--- src/rtl/ots_pkg.sv ---
`timescale 1ns / 1ps
// Shared types and constants for the ordered topological sort unit.
// Depends on nothing; every other file imports it.
package ots_pkg;

   // Width of a node index as carried on the ports.
   localparam int unsigned NODE_FIELD_W = 6;
   // Largest node count that the node index field can address.
   localparam int unsigned NODE_LIMIT   = 2 ** NODE_FIELD_W;
   // Width of the node count register.
   localparam int unsigned COUNT_REG_W  = 7;
   // Reset value of the node count register.
   localparam logic [COUNT_REG_W-1:0] NODE_COUNT_RESET = 7'd64;

   typedef enum logic [0:0] {
      CMD_ADD_EDGE = 1'b0,
      CMD_START    = 1'b1
   } command_type;

   typedef struct packed {
      command_type             command;
      logic [NODE_FIELD_W-1:0] edge_from;
      logic [NODE_FIELD_W-1:0] edge_to;
   } req_payload_type;

   typedef struct packed {
      logic [NODE_FIELD_W-1:0] node_index;
      logic                    has_node;
      logic                    is_last;
      logic                    incomplete;
   } rsp_payload_type;

   typedef enum logic [2:0] {
      ST_IDLE,
      ST_FIND,
      ST_SELECT,
      ST_SCAN,
      ST_DRAIN
   } sort_state_type;

endpackage

--- src/rtl/ordered_topological_sort_unit.sv ---
`timescale 1ns / 1ps
// Ordered topological sort unit (Kahn's method, lowest index first); depends on ots_pkg.
// An add-edge transaction is taken every cycle while the unit is idle and gives no result.
// A start runs the sort with the request channel stalled: per emitted node, a pick through
// the pick tree, a scan of every stored edge and a drain, plus any output stall.
// The final result is registered once no node is left to pick; the stores clear with it.
// Reset is synchronous and active high: it empties the graph and sets node_count to 64.
module ordered_topological_sort_unit
   import ots_pkg::*;
#(
   parameter int unsigned MAX_NODES = 64,
   parameter int unsigned MAX_EDGES = 256
) (
   input  logic                   clock,
   input  logic                   reset,
   input  logic                   req_valid,
   output logic                   req_stall,
   input  req_payload_type        req_payload,
   output logic                   rsp_valid,
   input  logic                   rsp_stall,
   output rsp_payload_type        rsp_payload,
   input  logic                   csr_write_enable,
   input  logic [COUNT_REG_W-1:0] csr_write_data
);

   // Node slots actually addressable: the parameter, capped by the index field.
   localparam int unsigned NODE_SLOTS = (MAX_NODES < NODE_LIMIT) ? MAX_NODES : NODE_LIMIT;
   localparam int unsigned NODE_AW    = $clog2(NODE_SLOTS);
   localparam int unsigned CNT_W      = $clog2(NODE_SLOTS + 1);
   localparam int unsigned EDGE_AW    = $clog2(MAX_EDGES);
   localparam int unsigned HELD_W     = $clog2(MAX_EDGES + 1);
   localparam int unsigned DEG_W      = $clog2(MAX_EDGES + 1);
   // The pick tree works on groups of eight candidates.
   localparam int unsigned GROUPS     = (NODE_SLOTS + 7) / 8;

   // ------------------------------------------------------------------
   // Control state
   // ------------------------------------------------------------------
   sort_state_type state_ff, state_in;

   logic [COUNT_REG_W-1:0] node_count_ff;
   logic [HELD_W-1:0]      edges_held_ff;
   logic [EDGE_AW-1:0]     scan_idx_ff;
   logic [CNT_W-1:0]       emitted_ff;
   logic                   pend_valid_ff;
   logic [NODE_AW-1:0]     pend_node_ff;

   // Per-node flags kept in flip-flops: the in-degree memory entry has been written
   // since the last clear, the in-degree is nonzero, and the node has been emitted.
   logic [NODE_SLOTS-1:0]  deg_valid_ff;
   logic [NODE_SLOTS-1:0]  nonzero_ff;
   logic [NODE_SLOTS-1:0]  visited_ff;

   // ------------------------------------------------------------------
   // Memories: the edge list and the in-degree counters.
   // ------------------------------------------------------------------
   logic [2*NODE_AW-1:0] edge_mem [MAX_EDGES];
   logic [DEG_W-1:0]     deg_mem  [NODE_SLOTS];

   logic [2*NODE_AW-1:0] edge_rd_ff;
   logic [DEG_W-1:0]     deg_rd_ff;

   // Edge scan stage: edge memory data is valid in the cycle after the read.
   logic e1_valid_ff;
   // In-degree update stage: read data is valid, the new count is written back.
   logic               s2_valid_ff;
   logic               s2_inc_ff;
   logic [NODE_AW-1:0] s2_addr_ff;
   // The write of the previous cycle, forwarded when the same counter comes back.
   logic               last_wr_en_ff;
   logic [NODE_AW-1:0] last_wr_addr_ff;
   logic [DEG_W-1:0]   last_wr_data_ff;

   // Registered first level of the pick tree.
   logic             grp_any_ff   [GROUPS];
   logic [2:0]       grp_first_ff [GROUPS];

   // Output register.
   logic            rsp_valid_ff;
   rsp_payload_type rsp_payload_ff;

   // ------------------------------------------------------------------
   // Combinational signals
   // ------------------------------------------------------------------
   logic               req_accept;
   logic               add_ok;
   logic [NODE_AW-1:0] req_from;
   logic [NODE_AW-1:0] req_to;
   logic [CNT_W-1:0]   active_n;
   logic [NODE_SLOTS-1:0] candidate;
   logic               grp_any_in   [GROUPS];
   logic [2:0]         grp_first_in [GROUPS];
   logic               sel_found;
   logic [NODE_AW-1:0] sel_node;
   logic               out_free;
   logic               scan_last;
   logic               e1_match;
   logic [NODE_AW-1:0] deg_rd_addr;
   logic [DEG_W-1:0]   deg_old;
   logic [DEG_W-1:0]   deg_new;

   // Sequencer outputs.
   logic take_node;
   logic emit;
   logic emit_last;
   logic do_clear;
   logic scan_issue;

   // ------------------------------------------------------------------
   // Input side. Transactions are taken only while the sequencer is idle;
   // edge additions stream at one per cycle through the update pipeline.
   // ------------------------------------------------------------------
   assign req_stall  = (state_ff != ST_IDLE);
   assign req_accept = req_valid && !req_stall;
   assign req_from   = NODE_AW'(req_payload.edge_from);
   assign req_to     = NODE_AW'(req_payload.edge_to);

   // An edge is stored only while the list has room and both ends name a node slot.
   assign add_ok = req_accept && (req_payload.command == CMD_ADD_EDGE)
                   && (edges_held_ff < HELD_W'(MAX_EDGES))
                   && (32'(req_payload.edge_from) < MAX_NODES)
                   && (32'(req_payload.edge_to) < MAX_NODES);

   // Node count in use, limited to the slots that exist.
   assign active_n = (node_count_ff > COUNT_REG_W'(NODE_SLOTS)) ? CNT_W'(NODE_SLOTS)
                                                               : CNT_W'(node_count_ff);

   // ------------------------------------------------------------------
   // Pick tree. A node qualifies when it is inside the active count, has not
   // been emitted and has in-degree zero. The first level finds the lowest
   // qualifying node in each group of eight; the second picks the lowest group.
   // ------------------------------------------------------------------
   always_comb begin
      for (int i = 0; i < NODE_SLOTS; i++) begin
         candidate[i] = !visited_ff[i] && !nonzero_ff[i] && (CNT_W'(i) < active_n);
      end
   end

   always_comb begin
      for (int g = 0; g < GROUPS; g++) begin
         grp_any_in[g]   = 1'b0;
         grp_first_in[g] = 3'd0;
         for (int b = 7; b >= 0; b--) begin
            if ((g * 8 + b) < NODE_SLOTS) begin
               if (candidate[g * 8 + b]) begin
                  grp_any_in[g]   = 1'b1;
                  grp_first_in[g] = 3'(b);
               end
            end
         end
      end
   end

   always_ff @(posedge clock) begin
      if (state_ff == ST_FIND) begin
         for (int g = 0; g < GROUPS; g++) begin
            grp_any_ff[g]   <= grp_any_in[g];
            grp_first_ff[g] <= grp_first_in[g];
         end
      end
   end

   always_comb begin
      sel_found = 1'b0;
      sel_node  = '0;
      for (int g = GROUPS - 1; g >= 0; g--) begin
         if (grp_any_ff[g]) begin
            sel_found = 1'b1;
            sel_node  = NODE_AW'(g * 8 + int'(grp_first_ff[g]));
         end
      end
   end

   // ------------------------------------------------------------------
   // Sequencer: next state.
   // ------------------------------------------------------------------
   assign out_free  = !rsp_valid_ff || !rsp_stall;
   assign scan_last = ((HELD_W'(scan_idx_ff) + HELD_W'(1)) == edges_held_ff);

   always_comb begin
      state_in = state_ff;
      unique case (state_ff)
         ST_IDLE: begin
            if (req_accept && (req_payload.command == CMD_START)) begin
               state_in = ST_FIND;
            end
         end
         ST_FIND: begin
            state_in = ST_SELECT;
         end
         ST_SELECT: begin
            if (take_node) begin
               state_in = (edges_held_ff == '0) ? ST_DRAIN : ST_SCAN;
            end else if (do_clear) begin
               state_in = ST_IDLE;
            end
         end
         ST_SCAN: begin
            if (scan_last) begin
               state_in = ST_DRAIN;
            end
         end
         ST_DRAIN: begin
            if (!e1_valid_ff && !s2_valid_ff) begin
               state_in = ST_FIND;
            end
         end
         default: begin
            state_in = ST_IDLE;
         end
      endcase
   end

   // ------------------------------------------------------------------
   // Sequencer: outputs. A picked node is held back until the next pick is
   // known, so that its result can carry the end-of-run flag.
   // ------------------------------------------------------------------
   always_comb begin
      take_node  = 1'b0;
      emit       = 1'b0;
      emit_last  = 1'b0;
      do_clear   = 1'b0;
      scan_issue = 1'b0;
      unique case (state_ff)
         ST_SELECT: begin
            if (sel_found) begin
               if (!pend_valid_ff || out_free) begin
                  take_node = 1'b1;
                  emit      = pend_valid_ff;
               end
            end else if (out_free) begin
               emit      = 1'b1;
               emit_last = 1'b1;
               do_clear  = 1'b1;
            end
         end
         ST_SCAN: begin
            scan_issue = 1'b1;
         end
         default: begin
         end
      endcase
   end

   always_ff @(posedge clock) begin
      if (reset) begin
         state_ff <= ST_IDLE;
      end else begin
         state_ff <= state_in;
      end
   end

   // ------------------------------------------------------------------
   // Configuration register.
   // ------------------------------------------------------------------
   always_ff @(posedge clock) begin
      if (reset) begin
         node_count_ff <= NODE_COUNT_RESET;
      end else if (csr_write_enable) begin
         node_count_ff <= csr_write_data;
      end
   end

   // ------------------------------------------------------------------
   // Edge list: written while loading, read in order while scanning.
   // ------------------------------------------------------------------
   always_ff @(posedge clock) begin
      if (add_ok) begin
         edge_mem[edges_held_ff[EDGE_AW-1:0]] <= {req_from, req_to};
      end
      if (scan_issue) begin
         edge_rd_ff <= edge_mem[scan_idx_ff];
      end
   end

   always_ff @(posedge clock) begin
      if (reset) begin
         edges_held_ff <= '0;
         scan_idx_ff   <= '0;
         e1_valid_ff   <= 1'b0;
      end else begin
         if (do_clear) begin
            edges_held_ff <= '0;
         end else if (add_ok) begin
            edges_held_ff <= edges_held_ff + HELD_W'(1);
         end
         if (take_node) begin
            scan_idx_ff <= '0;
         end else if (scan_issue) begin
            scan_idx_ff <= scan_idx_ff + EDGE_AW'(1);
         end
         e1_valid_ff <= scan_issue;
      end
   end

   // An edge leaving the node just picked lowers its target's in-degree.
   assign e1_match = e1_valid_ff
                     && (edge_rd_ff[2*NODE_AW-1:NODE_AW] == pend_node_ff);

   // ------------------------------------------------------------------
   // In-degree read-modify-write. The read is registered ahead of the update; when the
   // counter read is the one written in that same cycle, the written value is
   // forwarded. A counter never written since the last clear reads as zero.
   // ------------------------------------------------------------------
   assign deg_rd_addr = add_ok ? req_to : edge_rd_ff[NODE_AW-1:0];

   always_ff @(posedge clock) begin
      deg_rd_ff <= deg_mem[deg_rd_addr];
      if (s2_valid_ff) begin
         deg_mem[s2_addr_ff] <= deg_new;
      end
   end

   always_comb begin
      if (!deg_valid_ff[s2_addr_ff]) begin
         deg_old = '0;
      end else if (last_wr_en_ff && (last_wr_addr_ff == s2_addr_ff)) begin
         deg_old = last_wr_data_ff;
      end else begin
         deg_old = deg_rd_ff;
      end
      if (s2_inc_ff) begin
         deg_new = deg_old + DEG_W'(1);
      end else if (deg_old == '0) begin
         deg_new = '0;
      end else begin
         deg_new = deg_old - DEG_W'(1);
      end
   end

   always_ff @(posedge clock) begin
      if (reset) begin
         s2_valid_ff   <= 1'b0;
         last_wr_en_ff <= 1'b0;
      end else begin
         s2_valid_ff   <= add_ok || e1_match;
         last_wr_en_ff <= s2_valid_ff;
      end
      s2_inc_ff       <= add_ok;
      s2_addr_ff      <= deg_rd_addr;
      last_wr_addr_ff <= s2_addr_ff;
      last_wr_data_ff <= deg_new;
   end

   // Per-node flags, cleared together on reset and at the end of a run.
   always_ff @(posedge clock) begin
      if (reset || do_clear) begin
         deg_valid_ff <= '0;
         nonzero_ff   <= '0;
         visited_ff   <= '0;
      end else begin
         if (s2_valid_ff) begin
            deg_valid_ff[s2_addr_ff] <= 1'b1;
            nonzero_ff[s2_addr_ff]   <= (deg_new != '0);
         end
         if (take_node) begin
            visited_ff[sel_node] <= 1'b1;
         end
      end
   end

   // ------------------------------------------------------------------
   // Pending node and emitted count.
   // ------------------------------------------------------------------
   always_ff @(posedge clock) begin
      if (reset || do_clear) begin
         pend_valid_ff <= 1'b0;
         emitted_ff    <= '0;
      end else if (take_node) begin
         pend_valid_ff <= 1'b1;
         emitted_ff    <= emitted_ff + CNT_W'(1);
      end
      if (take_node) begin
         pend_node_ff <= sel_node;
      end
   end

   // ------------------------------------------------------------------
   // Output register. The final transaction of a run carries the held node if
   // there is one, else no node; it is incomplete when fewer nodes came out
   // than the active count.
   // ------------------------------------------------------------------
   always_ff @(posedge clock) begin
      if (reset) begin
         rsp_valid_ff <= 1'b0;
      end else if (emit) begin
         rsp_valid_ff <= 1'b1;
      end else if (!rsp_stall) begin
         rsp_valid_ff <= 1'b0;
      end
      if (emit) begin
         rsp_payload_ff.node_index <= pend_valid_ff ? NODE_FIELD_W'(pend_node_ff) : '0;
         rsp_payload_ff.has_node   <= pend_valid_ff;
         rsp_payload_ff.is_last    <= emit_last;
         rsp_payload_ff.incomplete <= emit_last && (emitted_ff < active_n);
      end
   end

   assign rsp_valid   = rsp_valid_ff;
   assign rsp_payload = rsp_payload_ff;

endmodule

--- config.mk ---
export PLATFORM = sky130hd
export DESIGN_NAME = ordered_topological_sort_unit
export DESIGN_NICKNAME = d
export VERILOG_FILES = /design/src/rtl/ots_pkg.sv /design/src/rtl/ordered_topological_sort_unit.sv
export SDC_FILE = /design/constraint.sdc
export NUM_CORES = 2
export LEC_CHECK = 0
export ABC_AREA = 1
export BUFFER_PORTS_ARGS = -buffer_cell sky130_fd_sc_hd__buf_2
export CAP_MARGIN = 20
export CORE_MARGIN = 2
export CORE_UTILIZATION = 63
export DETAILED_ROUTE_END_ITERATION = 8
export PLACE_DENSITY = 0.76
export SYNTH_ARGS = -nofsm -noshare
export SYNTH_HDL_FRONTEND = slang
export SYNTH_SLANG_ARGS = --single-unit
export TNS_END_PERCENT = 5
--- constraint.sdc ---
create_clock -name clock -period 4.9 [get_ports clock]
set_input_delay 0.49 -clock clock [delete_from_list [all_inputs] [get_ports clock]]
set_output_delay 0.49 -clock clock [all_outputs]
set_load 0.01 [all_outputs]
==> qor.json <==
{
  "outcome": {"value": "completed"},
  "post-route-min-period": {"value": 4289, "unit": "ps"},
  "post_synth_fa_ha_maj_area_fraction": {"value": 0.1112, "unit": "%"},
  "ctsHtreeMaxLevel": {"value": 5},
  "first_global_vias": {"value": 103660},
  "grt_pass1_wl": {"value": 671.0, "unit": "mm"},
  "vdd.ir_drop.worst": {"value": 0.0009663, "unit": "V"},
  "final.setup.tns": {"value": 0, "unit": "ps"},
  "synthCells": {"value": 12533},
  "core-area": {"value": 0.2487, "unit": "mm2"},
  "routed_wl": {"value": 456.1, "unit": "mm"},
  "ctsLongestPathBuffers": {"value": 4},
  "fin_skew": {"value": 69.85, "unit": "ps"},
  "crit_path_max_fanout": {"value": 64},
  "ios": {"value": 36},
  "postRouteAntennaNets": {"value": 0},
  "layout_setup_ws": {"value": 610.6, "unit": "ps"},
  "mostFrequentLayoutCell": {"value": "sky130_fd_sc_hd__edfxtp_1"},
  "syn-cell-area": {"value": 0.1575, "unit": "mm2"},
  "multi_input_comb_area": {"value": 0.03610, "unit": "mm2"},
  "place_ws": {"value": 679.2, "unit": "ps"},
  "synthToLayoutAreaGrowth": {"value": 12.14, "unit": "%"},
  "worst_path_arrival": {"value": 5170, "unit": "ps"},
  "clock_transition_at_path_regs": {"value": 60, "unit": "ps"},
  "timing.hold.ws": {"value": 26.34, "unit": "ps"},
  "maxSlewHeadroom": {"value": 13.63, "unit": "%"},
  "slew_viol_final": {"value": 0},
  "chipHeight": {"value": 503.9, "unit": "um"},
  "mappedNetlistNets": {"value": 12572},
  "post-route-drc-count": {"value": 0},
  "yosys.area_share.simple": {"value": 9.167, "unit": "%"},
  "critical-path-max-stage-delay": {"value": 670, "unit": "ps"},
  "yosys_warnings": {"value": 0},
  "tritoncts_clock_tree": {"value": "built"},
  "final_setup_violation_count": {"value": 0},
  "grt_total_ovfl": {"value": 0},
  "numClockSinks": {"value": 3969},
  "grt_setup_unrepaired": {"value": "false"},
  "ys_ff_latch": {"value": 3969},
  "post_cts.resized_instances": {"value": 0},
  "timing_worst_setup_path_type": {"value": "flip-flop to flip-flop"},
  "crit_path_cell_trace": {"value": "inv_1 -> nor3_1 -> o21ai_1 -> nand2_1 -> nor2_1 -> nand2_2 -> inv_1 -> nor2_1 -> ha_1 -> inv_1 -> a21oi_1 -> nand3_1 -> nor2_2 -> nand3_1 -> nand3_1 -> nand2_2 -> nor2_1 -> nand2_1 -> nor2_8 -> nand3_1 -> nand2_1 -> inv_1"},
  "final_cell_mix": {"value": "sky130_fd_sc_hd__edfxtp_1, sky130_fd_sc_hd__nor2_1, sky130_fd_sc_hd__o21ai_0, sky130_fd_sc_hd__o22ai_1, sky130_fd_sc_hd__buf_4"},
  "pin_count_of_the_biggest_net_entering_global_routing": {"value": 207},
  "clock.fmax": {"value": 233.1, "unit": "MHz"},
  "post_syn_area_per_cell": {"value": 12.56, "unit": "um2"},
  "endpoint_kind": {"value": "flip-flop"},
  "critical_path.endpoint": {"value": "nonzero_ff[51]$_SDFFE_PP0P_"},
  "numPortBuffers": {"value": 35},
  "timing.critical_path.from": {"value": "s2_addr_ff[5]$_DFF_P_"},
  "cellLeakagePower": {"value": 0.05799, "unit": "uW"},
  "share_of_cells_above_drive_strength_1": {"value": 9.861, "unit": "%"},
  "crit_required": {"value": 5780, "unit": "ps"},
  "worstMarginPinSlew": {"value": 1282, "unit": "ps"},
  "critical_path.slowest_cell": {"value": "sky130_fd_sc_hd__nor2_8"},
  "r2r-end": {"value": "nonzero_ff[51]$_SDFFE_PP0P_"},
  "layout.nets": {"value": 12736},
  "num_vias": {"value": 109472},
  "timing.hold.worst.class": {"value": "input port to flip-flop"},
  "design.die.area": {"value": 0.2540, "unit": "mm2"},
  "hpwl": {"value": 271.0, "unit": "mm"},
  "fp-row-count": {"value": 183},
  "post-cts-setup-buffers": {"value": 0},
  "final-hold-violation-count": {"value": 0},
  "worst-r2r-cell-count": {"value": 22},
  "post-route-period-util": {"value": 87.54, "unit": "%"},
  "initial_util": {"value": 63.32, "unit": "%"},
  "r2r_slack": {"value": 610, "unit": "ps"},
  "synth.mux.area_fraction": {"value": 0.006357, "unit": "%"},
  "seqCellArea": {"value": 0.1166, "unit": "mm2"},
  "antenna_found_initial": {"value": 18},
  "dominant_combinational_cell_family_by_area_after_synthesis": {"value": "compound AO/OA/AOI/OAI gates"},
  "critPathLaunchType": {"value": "flip-flop"},
  "number_of_inserted_filler_cells_in_the_final_layout": {"value": 16170},
  "power_density": {"value": 451.3, "unit": "mW/mm2"},
  "yosys.area_share.xor_xnor": {"value": 0.1168, "unit": "%"},
  "globalplace.congestion": {"value": 0.9700},
  "synth.distinct_cells": {"value": 54},
  "synth-seq-area-share": {"value": 74.03, "unit": "%"},
  "dieWidth": {"value": 503.9, "unit": "um"},
  "first_pass_iters": {"value": 9},
  "synth_compound_area_share": {"value": 13.40, "unit": "%"},
  "gr-usage-all-layers": {"value": 35.18, "unit": "%"},
  "first_iter_violations": {"value": 17256},
  "clock_insertion_delay_worst_skew": {"value": 1040, "unit": "ps"},
  "vias_per_cell": {"value": 6.698},
  "clock-root-buffer": {"value": "sky130_fd_sc_hd__clkbuf_16"},
  "drv_cap": {"value": 0},
  "route.detailed.wl_per_inst": {"value": 27.90, "unit": "um"},
  "cts-buffers-inserted": {"value": 396},
  "r2r_start": {"value": "s2_addr_ff[5]$_DFF_P_"}
}
[registers in the layout (all words and copies together), names as in the netlist, 7 cells and up]
name and count:
edge_mem 3072, deg_mem 576, deg_valid_ff 64, nonzero_ff 64, visited_ff 64, grp_first_ff 24, edge_rd_ff 12, deg_rd_ff 9
edges_held_ff 9, last_wr_data_ff 9, rsp_payload 9, grp_any_ff 8, scan_idx_ff 8, emitted_ff 7, node_count_ff 7
[report_power, final]
group	total (uW)	switching, uW	internal [uW]
combinational	10800	8540	2230
clock	29200	12500	16700
sequential	39800	208	39500
total	79700	21200	58500
[critical path: cells and delay by family, from the launching register on]
kind | cells | cell delay [ps]
fa+ha+maj | 1 | 180
compound gates | 2 | 260
buf+inv | 4 | 370
flops | 1 | 490
simple gates | 15 | 2780
[synth_stat cells (all sizes together)]
library cell / count / share of area [%]
o41ai: 11 / 0.061
o221a: 1 / 0.0072
a2111oi: 14 / 0.078
dfxtp: 262 / 3.3
xor2: 15 / 0.083
edfxtp: 3707 / 71
a41oi: 1 / 0.0056
buf: 47 / 0.18
xnor2: 6 / 0.033
o22a: 1 / 0.0056
nand3b: 3 / 0.014
mux2i: 1 / 0.0064
a21boi: 4 / 0.019
o21a: 3 / 0.014
nor3: 39 / 0.12
a311oi: 1 / 0.0056
clkinv: 8 / 0.019
nand4: 19 / 0.085
o21ai: 2065 / 6.6
a32o: 2 / 0.013
o211a: 1 / 0.0064
nand3: 346 / 1.1
o21bai: 3 / 0.014
nand2: 532 / 1.3
nor2: 2679 / 6.4
o311ai: 17 / 0.095
o32ai: 12 / 0.067
ha: 14 / 0.11
clkbuf: 824 / 2.0
o2111ai: 18 / 0.10
o221ai: 447 / 2.5
a211oi: 6 / 0.029
o31ai: 4 / 0.019
or2: 11 / 0.044
inv: 425 / 1.0
o211ai: 191 / 0.91
a22oi: 3 / 0.014
a21oi: 242 / 0.77
o22ai: 519 / 2.1
a31oi: 9 / 0.036
nor4: 20 / 0.079
[repair_timing]
item / 4_1_cts / 5_1_grt
endpoints found under the hold margin: 290 / 0
hold buffers: 17 / 0
endpoints found under the setup margin: 0 / 0
[layout make-up]
class	count	share of cell area, %
Antenna cell	14	0.01984
Clock buffer	488	5.935
Clock inverter	214	1.037
Inverter	433	0.9424
Multi-Input combinational cell	7260	20.44
Sequential cell	3969	66.02
Tap cell	3330	2.360
Timing Repair Buffer	637	3.244
[routing by layer]
metal / global-route usage (%) / vias up / wire (um)
met2: 52.56 / 7992 / 204900
li1: - / 46776 / -
met1: 48.91 / 53309 / 165100
met4: 16.45 / 23 / 23380
met5: 0 / - / 172
met3: 9.089 / 1372 / 62470
[logic make-up after synthesis]
logic type | Yosys count
AOI/OAI and AO/OA | 3575
xor gates and xnor gates | 21
buffers and inverters | 1304
adders and majority gates | 14
and+or+nand+nor | 3649
DFF | 3969
muxes | 1
[worst min path at each step]
stage,from,end,slack [ps],cells after the start
detailed placement,visited_ff[17]$_SDFFE_PP0P_,visited_ff[17]$_SDFFE_PP0P_,440,2
CTS,req_payload[10],edge_mem[129][10]$_DFFE_PP_,20,1
finish,req_payload[10],edge_mem[130][10]$_DFFE_PP_,30,1
global route,req_payload[6],edge_mem[143][6]$_DFFE_PP_,40,1
global placement,visited_ff[0]$_SDFFE_PP0P_,visited_ff[0]$_SDFFE_PP0P_,440,2
floorplan,s2_addr_ff[3]$_DFF_P_,last_wr_addr_ff[3]$_DFF_P_,330,0
[through the flow]
step                total power (uW)  util [%]  std cells  cell area (um2)
floorplan                      46520         -      12533           157500
global placement               50470     65.92      15599           163900
detailed placement             50820     65.93      15602           163900
CTS                            79380     70.95      16321           176400
global route                   81720     71.00      16332           176600
finish                         79690     71.01      16345           176600
Power figures use the tool's default switching activity.
